==> config.mk <==
export PLATFORM = sky130hd
export DESIGN_NAME = bptm_weight_store
export DESIGN_NICKNAME = d
export VERILOG_FILES = /design/src/hw/rtl/bptm_pkg.sv /design/src/hw/rtl/bptm_weight_store.sv
export SDC_FILE = /design/constraint.sdc
export NUM_CORES = 1
export LEC_CHECK = 0
export ABC_AREA = 0
export BUFFER_PORTS_ARGS = -buffer_cell sky130_fd_sc_hd__buf_2
export CORE_UTILIZATION = 45
export DETAILED_ROUTE_END_ITERATION = 10
export GPL_ROUTABILITY_DRIVEN = 0
export PLACE_DENSITY = 0.71
export SLEW_MARGIN = 40
export SYNTH_ARGS = -nofsm -noshare
export SYNTH_HDL_FRONTEND = slang
export SYNTH_SLANG_ARGS = --single-unit
==> constraint.sdc <==
create_clock -name aclk -period 1.9 [get_ports aclk]
set_clock_uncertainty 0.05 [all_clocks]
set_input_delay 0.38 -clock aclk [delete_from_list [all_inputs] [get_ports aclk]]
set_output_delay 0.38 -clock aclk [all_outputs]
set_load 0.005 [all_outputs]
==> src/hw/rtl/bptm_pkg.sv <==
`default_nettype none

package bptm_pkg;

    localparam int TILE       = 4;
    localparam int MAX_PLANES = 8;
    localparam int ACT_WIDTH  = 16;

    localparam int PLANE_W  = 3;
    localparam int ROW_W    = 2;
    localparam int NPLANE_W = 4;
    localparam int OUT_W    = 32;

    // one plane's masked sum of TILE activations
    localparam int PSUM_W = ACT_WIDTH + $clog2(TILE);
    // sum over planes of psum << p, cannot overflow at this width
    localparam int ACC_W  = PSUM_W + MAX_PLANES;

    localparam logic [NPLANE_W-1:0] ACTIVE_PLANES_RST = NPLANE_W'(MAX_PLANES);

    // s_axis_tdata field offsets
    localparam int PLANE_LSB = 0;
    localparam int ROW_LSB   = PLANE_LSB + PLANE_W;
    localparam int BITS_LSB  = ROW_LSB + ROW_W;
    localparam int ACT_LSB   = BITS_LSB + TILE;
    localparam int S_FIELD_W = ACT_LSB + TILE * ACT_WIDTH;
    localparam int S_TDATA_W = ((S_FIELD_W + 7) / 8) * 8;
    localparam int M_TDATA_W = TILE * OUT_W;

    localparam logic CMD_LOAD = 1'b0;
    localparam logic CMD_ACT  = 1'b1;

    typedef logic [TILE-1:0]                  mask_t;
    typedef mask_t [MAX_PLANES-1:0][TILE-1:0] store_t;
    typedef logic [MAX_PLANES-1:0][TILE-1:0]  col_bits_t;
    typedef logic [TILE-1:0][ACT_WIDTH-1:0]   act_row_t;

    typedef struct packed {
        logic                load_en;
        logic [NPLANE_W-1:0] n_planes;
    } lane_ctrl_t;

endpackage

`default_nettype wire

==> src/hw/rtl/bptm_weight_store.sv <==
`default_nettype none

module bptm_weight_store (
    input  wire logic                    aclk,
    input  wire logic                    aresetn,
    input  wire logic                    wr_en,
    input  wire logic [bptm_pkg::PLANE_W-1:0] wr_plane,
    input  wire logic [bptm_pkg::ROW_W-1:0]   wr_row,
    input  wire bptm_pkg::mask_t         wr_bits,
    output bptm_pkg::store_t             masks
);
    import bptm_pkg::*;

    store_t store_reg;

    always_ff @(posedge aclk) begin
        if (!aresetn) begin
            store_reg <= '0;
        end else if (wr_en) begin
            store_reg[wr_plane][wr_row] <= wr_bits;
        end
    end

    assign masks = store_reg;

endmodule

`default_nettype wire

## After elaboration in Yosys (flattened, before gate mapping)

Cells that the tools add are included.

| storage, ports and cells | value |
|---|---|
| word-level logic and storage cells | 43 |
| bits in registers | 128 |
| input port bits | 12 |

| operators by class | value |
|---|---|
| $lt $le $gt $ge | 4 |
| multiplexer cells | 5 |
| reduce and logical (&&, ||, !) cells | 2 |

Operators by type and width:

| kind | count |
|---|---|
| 128-bit bitwise mux | 1 |
| 16-bit demux with 3-bit select | 1 |
| 16-bit 2-to-1 mux | 1 |
| 4-bit demux with 2-bit select | 1 |
| 3-bit by 4-bit < comparator with 1-bit output, second input constant | 1 |
| 4-bit 2-to-1 mux | 1 |
| 3-bit by 1-bit greater-or-equal comparator with 1-bit output, second input constant | 1 |
| 2-bit by 3-bit < comparator with 1-bit output, second input constant | 1 |
| 2-bit by 1-bit greater-or-equal comparator with 1-bit output, second input constant | 1 |
| 1-bit logical AND | 2 |

## Depth between registers and ports, before layout

| logic depth | value |
|---|---|
| depth in word-level cells | 7 |
| mapped depth | 5 |
| depth with buffers taken out | 3 |

## Least setup slack after synthesis

No wires, ideal clock.

| path | value |
|---|---|
| kind | input to register |
| start | input port wr_row[1] in the netlist's numbering |
| end | register store_reg, in the netlist masks[116] |
| setup slack | 558 ps |
| buffers on the path | 1 |
| data arrival time | 1220 ps |
| data required time | 1778 ps |
| stages on the path | 4 |
| library setup time | 72 ps |
| path through | buf_2 > nand2b_1 > nor2_1 > mux2i_1 |

| between the ends | value |
|---|---|
| longest elaborated chain between the ends | 7 |
| elaborated cells on any way between the ends | 8 |
| classes of those cells | order compare: 2; mux: 5; reduce/logical: 1 |

RTL lines:

| element | RTL line | RTL |
|---|---|---|
| from (decl) | bptm_weight_store.sv:8 | `input wire logic [bptm_pkg::ROW_W-1:0] wr_row,` |
| 2-bit by 3-bit < comparator with 1-bit output (not written as such) / 2-bit by 1-bit greater-or-equal comparator with 1-bit output (equally long branches) | bptm_weight_store.sv:20 | `store_reg[wr_plane][wr_row] <= wr_bits;` |
| 1-bit logical AND (not written as such) | bptm_weight_store.sv:20 |  |
| 4-bit 2-to-1 mux (not written as such) | bptm_weight_store.sv:20 |  |
| 4-bit demux with 2-bit select (*) | bptm_weight_store.sv:20 |  |
| 16-bit 2-to-1 mux (not written as such) (*) | bptm_weight_store.sv:20 |  |
| 16-bit demux with 3-bit select (*) | bptm_weight_store.sv:20 |  |
| 128-bit bitwise mux (*) | bptm_weight_store.sv:20 |  |
| to (signal, indexed assignment) | bptm_weight_store.sv:20 |  |
| to (decl) | bptm_weight_store.sv:14 | `store_t store_reg;` |

Mark *: on every way between the ends. The rest lies on a longest branch, timed or not.
A chain may end at the register's enable or synchronous reset.

## Worst setup path after layout

| path | value |
|---|---|
| start | register store_reg, in the netlist masks[97] |
| end | output port masks[97] in the netlist's numbering |

RTL lines:

| element | RTL line | RTL |
|---|---|---|
| to (decl) | bptm_weight_store.sv:10 | `output bptm_pkg::store_t masks` |

No word-level cell between the ends.

==> impl_metrics.tcl <==
set metrics [dict create \
    layout_commonest_cell "nand2_1" \
    syn_area_sq_um 4760 \
    die_y_um 105 \
    vias 3729 \
    num_rows 37 \
    die_area_sq_um 11000 \
    slowest_delay_ps 360 \
    numCtsBuffers 17 \
    syn_nets 479 \
    synth_largest_area_cell "dfxtp_1" \
    cts_buffer_depth 2 \
    core-area_sq_um 10300 \
    start_util_pct 46.4 \
    yosysSeqAreaShare_pct 53.8 \
    dp_hpwl_um 7950 \
    rsz0062_at_grt "no" \
    yosysWarnings 0 \
    layout.cells.most_common_list "nand2_1, buf_2, mux2i_1, dfxtp_1, clkbuf_16" \
    grt_pass1_vias 3770 \
    clock.fmax_mhz 696 \
    drt-total-wl_um 12000 \
    power_density_nw_per_um2 975 \
    synthTopCellsByArea "dfxtp_1, mux2i_1, nand2_1, buf_2, clkbuf_1" \
    wl_met3_um 714 \
    slew_viol_final 0 \
    worstReg2RegStart "masks[97]" \
    hold_buffers 0 \
    clock-root-buffer "clkbuf_8" \
    whs_ps 238 \
    largest_reg_flops 128 \
    wl_met1_um 5340 \
    peakVddDrop_uv 485 \
    slowest_stage "dfxtp_1" \
    ys_ff_latch 128 \
    grt_start_max_net_pins 67 \
    period_share_pct 75.7 \
    hold_start "aresetn" \
    grt_overflow 0 \
    area_growth_pct 29.0 \
    startpoint "masks[97]" \
    path_max_fanout 2 \
    ioPinCount 140 \
    crit_type "reg2out" \
    crit_buf_inv 1 \
    drt_first_pass_iters 4 \
    postCtsResizedCells 0 \
    htreeDepth 4 \
    clock_latency_ps 510 \
    worstMarginPinSlew_ps 544 \
    tns_ps 0 \
    end_kind "primary output" \
    drc_errors 0 \
    path_cells "buf_2" \
    total_power_w 0.00599 \
    antenna_found_initial 0 \
    antennaDiodeCount 0 \
    arrival_ps 1010 \
    fin_nets 618 \
    final_layout_size_suffix_gt1_share_pct 30.3 \
    avgSynthCellArea_sq_um 10.2 \
    slew_headroom_pct 63.6 \
    status "complete, no violations" \
    io_buffers 139 \
    drt_iter0_markers 133 \
    viasPerCell 4.95 \
    cts_setup_buffers 0 \
    drv_cap 0 \
    clk_pin_slew_ps 60 \
    hold_viol_final 0 \
    grt_pass1_wl_um 19300 \
    drtAntennaViolNets 0 \
    ys_types 18 \
    layout_min_cycle_time_ps 1440 \
    wl_met2_um 5790 \
    clock_sinks 128 \
    setup_viol 0 \
    drt-wirelength-per-cell_um 16.0 \
    highest_layer "met4" \
    crit_family "flip-flops" \
    required_ps 1470 \
    syn_inst 467 \
    synth_top_area_share_pct 53.8 \
    grt_usage_pct 22.7 \
    cts_tree "done" \
    die-width_um 105 \
    start_kind "flop" \
    p_leak_nw 3.12 \
    worstHoldPathType "in2reg" \
]
## cell usage after synthesis
cell type	n
nor4b_2	1
nand2b_1	2
buf_4	1
nor3_2	1
nand4_1	1
dfxtp_1	128
buf_6	3
mux2i_1	128
nand4b_1	3
nor2b_1	3
and4bb_2	3
nand3_1	3
buf_2	14
nand2_1	145
clkbuf_1	14
buf_1	1
nor2_1	13
or3_1	3
## worst paths after layout
| check | slack, ps | depth (start not counted) | endpoint |
|---|---|---|---|
| hold / removal | 240 | 3 | masks[29] |
| setup reg to reg | 1210 | 2 | masks[97] |
| hold reg to reg | 400 | 2 | masks[127] |
| setup / recovery | 460 | 1 | masks[97] |
## cell type report
cell class | count | area [sq um]
well taps | 136 | 170
repair buffers | 153 | 816
flip-flops and latches | 128 | 2560
fillers | 913 | 4130
multi-input cells | 306 | 2030
clock buffers | 21 | 449
clock inverters | 10 | 113
## report_power, final
group,switching [W],internal [W]
logic,0.000159,0.0000694
registers,0.0000104,0.00271
clock network,0.00113,0.00192
total,0.00129,0.00469
## metal layers
| layer | up-vias | GRT usage, % |
|---|---|---|
| li1 | 1825 | - |
| met1 | 1772 | 27.5 |
| met2 | 112 | 37.4 |
| met3 | 20 | 7.17 |
| met4 | 0 | 9.05 |
| met5 | - | 0 |
## per-stage QoR
step                      instance area (sq um)  instances  util [%]  worst slack, ps
after floorplan                            4760        467         -              558
after global placement                     5580        723      54.3              277
after detailed placement                   5580        723      54.3              248
after CTS                                  6140        754      59.8              456
after global routing                       6140        754      59.8              430
final                                      6140        754      59.8              462
## logic make-up (layout without fill, tap and decap cells)
| logic type | after synthesis | count (layout) | share of synthesized area (%) |
|---|---|---|---|
| muxes | 128 | 128 | 26.9 |
| DFF | 128 | 128 | 53.8 |
| buffers and inverters | 33 | 184 | 3.52 |
| and+or+nand+nor | 178 | 178 | 15.8 |
Note: power is estimated with default switching activity, not from simulation.
