==> src/hw/rtl/bptm_pkg.sv <==
`default_nettype none

package bptm_pkg;

    localparam int TILE       = 4;
    localparam int MAX_PLANES = 8;
    localparam int ACT_WIDTH  = 16;

    localparam int PLANE_W  = 3;
    localparam int ROW_W    = 2;
    localparam int NPLANE_W = 4;
    localparam int OUT_W    = 32;

    // one plane's masked sum of TILE activations
    localparam int PSUM_W = ACT_WIDTH + $clog2(TILE);
    // sum over planes of psum << p, cannot overflow at this width
    localparam int ACC_W  = PSUM_W + MAX_PLANES;

    localparam logic [NPLANE_W-1:0] ACTIVE_PLANES_RST = NPLANE_W'(MAX_PLANES);

    // s_axis_tdata field offsets
    localparam int PLANE_LSB = 0;
    localparam int ROW_LSB   = PLANE_LSB + PLANE_W;
    localparam int BITS_LSB  = ROW_LSB + ROW_W;
    localparam int ACT_LSB   = BITS_LSB + TILE;
    localparam int S_FIELD_W = ACT_LSB + TILE * ACT_WIDTH;
    localparam int S_TDATA_W = ((S_FIELD_W + 7) / 8) * 8;
    localparam int M_TDATA_W = TILE * OUT_W;

    localparam logic CMD_LOAD = 1'b0;
    localparam logic CMD_ACT  = 1'b1;

    typedef logic [TILE-1:0]                  mask_t;
    typedef mask_t [MAX_PLANES-1:0][TILE-1:0] store_t;
    typedef logic [MAX_PLANES-1:0][TILE-1:0]  col_bits_t;
    typedef logic [TILE-1:0][ACT_WIDTH-1:0]   act_row_t;

    typedef struct packed {
        logic                load_en;
        logic [NPLANE_W-1:0] n_planes;
    } lane_ctrl_t;

endpackage

`default_nettype wire

==> src/hw/rtl/bptm_lane.sv <==
`default_nettype none

// One output column: registered per-plane partial sums, then shift-add.
module bptm_lane (
    input  wire logic                   aclk,
    input  wire bptm_pkg::lane_ctrl_t   ctrl,
    input  wire bptm_pkg::col_bits_t    col_bits,
    input  wire bptm_pkg::act_row_t     act,
    output logic signed [bptm_pkg::ACC_W-1:0] acc
);
    import bptm_pkg::*;

    logic signed [PSUM_W-1:0] psum_reg  [MAX_PLANES];
    logic signed [PSUM_W-1:0] psum_next [MAX_PLANES];

    always_comb begin
        for (int p = 0; p < MAX_PLANES; p++) begin
            psum_next[p] = '0;
            for (int k = 0; k < TILE; k++) begin
                if (col_bits[p][k]) begin
                    psum_next[p] = psum_next[p] + PSUM_W'($signed(act[k]));
                end
            end
            // planes at or above the active count add nothing
            if (NPLANE_W'(p) >= ctrl.n_planes) begin
                psum_next[p] = '0;
            end
        end
    end

    always_ff @(posedge aclk) begin
        if (ctrl.load_en) begin
            psum_reg <= psum_next;
        end
    end

    always_comb begin
        acc = '0;
        for (int p = 0; p < MAX_PLANES; p++) begin
            acc = acc + (ACC_W'(psum_reg[p]) <<< p);
        end
    end

endmodule

`default_nettype wire

==> config.mk <==
export PLATFORM = sky130hd
export DESIGN_NAME = bptm_lane
export DESIGN_NICKNAME = d
export VERILOG_FILES = /design/src/hw/rtl/bptm_pkg.sv /design/src/hw/rtl/bptm_lane.sv
export SDC_FILE = /design/constraint.sdc
export NUM_CORES = 2
export LEC_CHECK = 0
export ABC_AREA = 1
export BUFFER_PORTS_ARGS = -buffer_cell sky130_fd_sc_hd__buf_4
export CAP_MARGIN = 20
export CORE_MARGIN = 2
export CORE_UTILIZATION = 55
export DETAILED_ROUTE_END_ITERATION = 8
export PLACE_DENSITY = 0.77
export SYNTH_ARGS = -nofsm -noshare
export SYNTH_HDL_FRONTEND = slang
export SYNTH_SLANG_ARGS = --single-unit
export TNS_END_PERCENT = 100
==> constraint.sdc <==
create_clock -name aclk -period 15.1 [get_ports aclk]
set_input_delay 1.51 -clock aclk [delete_from_list [all_inputs] [get_ports aclk]]
set_output_delay 1.51 -clock aclk [all_outputs]
set_load 0.1 [all_outputs]
# Word-level counts from Yosys, hierarchy flattened
# Index checks and enable logic that the tools add are counted.
# op_classes
n_addsub,31
n_lt_le_gt_ge,8
muxes,32
# ops
operator,count
$mux 18,32
$add 18x16->18,24
$add 25x25->26,1
$add 24x24->25,1
$add 23x23->24,1
$add 22x22->23,1
$add 21x21->22,1
$add 20x20->21,1
$add 18x19->20,1
$ge 3x4->1 const A,4
$ge 1x4->1 const A,2
$ge 2x4->1 const A,2
# word_totals
input_bits,102
ff_bits,144

# Depth between registers and ports, before layout
# logic_depth
ltp_word,7
depth_mapped,40
ltp_nobuf,38

# Least setup slack after synthesis
# OpenSTA, ideal clock, no wires.
# synth_path
path_type,flip-flop to output port
startpoint,reg psum_reg[58] in the netlist's numbering
endpoint,out acc[21] in the netlist's numbering
t_required_ns,13.590
slack_ns,8.405
path_stages_with_launch,19
arrival_time_ns,5.185
path_cell_list,edfxtp_1 -> fa_1 -> inv_1 -> fa_1 -> fa_1 -> fa_1 -> inv_1 -> ha_1 -> clkbuf_1 -> a21o_1 -> nand2_1 -> nand2_1 -> nand2_1 -> o211ai_1 -> a21oi_1 -> o21bai_1 -> nand3_1 -> nand3_1 -> xor2_1
# synth_between
elab_chain_len,4
# synth_lines
item,line,text
start: declaration,bptm_lane.sv:13,logic signed [PSUM_W-1:0] psum_reg [MAX_PLANES];
start signal: assignment,bptm_lane.sv:33,psum_reg <= psum_next;
$add 22x22->23,bptm_lane.sv:40,acc = acc + (ACC_W'(psum_reg[p]) <<< p);
$add 23x23->24,bptm_lane.sv:40,
$add 24x24->25,bptm_lane.sv:40,
$add 25x25->26,bptm_lane.sv:40,
end: declaration,bptm_lane.sv:9,output logic signed [bptm_pkg::ACC_W-1:0] acc
# Every way passes these cells.

# Worst setup path after layout
# layout_path
startpoint,in act[1] in the netlist's numbering
endpoint,"reg psum_reg[65] in the netlist's numbering, data pin"
# layout_between
elab_chain_len,7
# layout_lines
item,line,text
start: declaration,bptm_lane.sv:8,"input wire bptm_pkg::act_row_t act,"
$mux 18 (*),bptm_lane.sv:20,if (col_bits[p][k]) begin
$add 18x16->18,bptm_lane.sv:21,psum_next[p] = psum_next[p] + PSUM_W'($signed(act[k]));
$mux 18 (*),bptm_lane.sv:20,
$add 18x16->18,bptm_lane.sv:21,
$mux 18 (*),bptm_lane.sv:20,
$add 18x16->18,bptm_lane.sv:21,
$mux 18 (*),bptm_lane.sv:20,
# Every way passes the cells marked *; elsewhere a longest branch is shown, timed or not.
# A chain may end at the register's enable or synchronous reset.

==> flow_summary.ini <==
[outcome]
status = finished, final reports clean

[place]
place_congestion = 1.03
placedCellCount = 6615
placed_area_um2 = 37700
place.port_buffers = 127
hpwlAfterDp_mm = 112

[routing]
ant_nets = 0
wl_per_cell_um = 20.4
route.detailed.drc = 0
vias = 39231
drt_iter0_markers = 4671
wl_mm = 136
drt_pass1_iterations = 6
vias_per_cell = 5.90

[yosys]
synth_area_per_cell_um2 = 6.31
synthCells = 5747
yosysTopAreaCell = nand2_1
yosys_warnings = 0
async_flop_share_pct = 0
synth_top_area_share_pct = 15.2
synth_cell_types = 63
seq_area_frac_synth_pct = 11.9
synth_nets = 6403
synth_top_flop_cell = edfxtp_1
synth_area_leaders = nand2_1 (15%), ha_1 (14%), edfxtp_1 (12%), inv_1 (9.0%), fa_1 (7.8%)
synth_edf_count = 144
ys_ff_latch = 144
syn-cell-area_um2 = 36300

[timing]
fin_setup_tns_ns = 0
worst_pin_slew_ns = 1.16
max_slew_margin_pct = 21.9
period_share_pct = 43.2
fmax_mhz = 153
period_needed_ns = 6.53
slew_violations = 0
rsz0062_at_grt = no
whs_ns = 1.51
setup_violations = 0
final-hold-violation-count = 0

[critical_path]
end_kind = register
crit_arrival_ns = 6.74
required_ns = 15.31
cpMostUsedCell = nand2_1
cp_slowest_stage_delay_ns = 0.51
worst-path-max-fanout = 8
cp-start-kind = input port
crit_type = input port to register
crit_slowest_cell = o21ai_0

[run]
max_cap_violations = 0

[finish]
regArea_um2 = 4320
area_growth_pct = 5.57
multi_input_area_um2 = 28000
final_common_cell = nand2_1
fin_area_um2 = 38300
fin_nets = 6426
nFillCells = 6539
drive_gt1_share_pct = 5.69
largest_reg_flops = 144
fin_cells = 6648
mostFrequentLayoutCells = nand2_1 (1471), inv_1 (868), nand3_1 (540)

[grt]
met3_usage_pct = 6.69
grt.busiest_layer = met1
grt_pass1_wl_mm = 203
met2_usage_pct = 56.5
grt_use_total_pct = 39.2
antenna_found_initial = 2
grt_max_degree = 76
grt_pass1_vias = 34207
grt_util_met1_pct = 59.6
grt_overflow = 0

[cts]
cts_setup_buffers = 0
ctsHoldBuffers = 0
htreeDepth = 4
clock_sinks = 144
clock_path_buffers = 2
cts_root_buffer = clkbuf_16
cts_buffers = 17
postCtsResizedCells = 0
clkTransAtPathRegs_ns = 0.07
cts_tree = done

[floorplanning]
fp.dieArea_um2 = 68000
dieHeight_um = 261
die_w_um = 261
start_util_pct = 55.3
num_rows = 94
core_area_um2 = 65500
io_pins = 128

[min_path]
hp-class = input port to register
==> through the flow <==
stage | setup slack (ns) | util [%]
final | 8.57 | 58.4
after global routing | 8.10 | 58.4
after CTS | 8.59 | 58.4
after detailed placement | 8.34 | 57.5
after global placement | 8.39 | 57.5
after floorplan | 8.40 | -
==> worst paths after layout <==
| path | slack, ns | depth (start not counted) | end | start |
|---|---|---|---|---|
| max | 8.57 | 30 | psum_reg[65]$_SDFFCE_PP0P_ | act[1] |
| min | 1.51 | 3 | psum_reg[112]$_SDFFCE_PP0P_ | col_bits[7] |
==> logic make-up (layout without fill, tap and decap cells) <==
family,Yosys count,after routing,share of synthesized area [%]
compound gates,1131,1131,17.7
xor+xnor,229,229,5.55
fa+ha+maj,554,554,22.0
buf+inv,1009,1045,11.0
flops,144,144,11.9
other cells,0,1,0
simple gates,2680,2680,31.8
==> routing by layer <==
metal | vias up | part of all wire (%)
li1 | 19006 | -
met1 | 17965 | 44
met2 | 2031 | 40
met3 | 225 | 12
met4 | 4 | 3.0
met5 | - | 0.021
==> worst max-delay path: cells and delay by family <==
family | cells | cell delay, ns
AND/OR/NAND/NOR | 13 | 1.46
XOR/XNOR | 2 | 0.31
AO/OA/AOI/OAI | 8 | 2.01
buffers and inverters | 4 | 0.47
adder cells (fa/ha/maj) | 3 | 0.98
==> layout make-up <==
cell class                 count  share of cell area [%]
sequential                   144                    11.3
antenna                        1                 0.00654
multi-input combinational   4594                    73.0
clock buffer                  18                    1.12
clock inverter                14                   0.471
tap                          864                    2.82
inverter                     884                    8.69
timing repair buffer         129                    2.54
==> synth_stat cells, types with 6 or more instances <==
cell type / n
o21a_1: 25
nand2_2: 48
nor3_1: 49
a21oi_1: 456
o31ai_1: 21
fa_1: 141
o22ai_1: 9
nand4_1: 55
nand3_2: 11
buf_1: 12
a21boi_0: 20
nand2_1: 1471
buf_4: 7
nand3b_1: 20
clkbuf_1: 57
o21bai_1: 80
nand3_1: 540
clkbuf_2: 6
and2_1: 20
nor2_1: 388
ha_1: 413
inv_2: 11
a21o_1: 35
o211ai_1: 7
inv_1: 868
nand2_4: 9
a31oi_1: 30
or2_2: 31
buf_6: 6
xor2_1: 137
o21ai_1: 28
edfxtp_1: 144
o21ai_0: 354
o21ai_2: 20
a21oi_2: 14
nor2_2: 12
nor4_1: 12
a211oi_1: 21
buf_2: 33
xnor2_1: 91
Power is not shown: default switching activity piles up to over one toggle a cycle in this logic, so the estimate is an artifact.
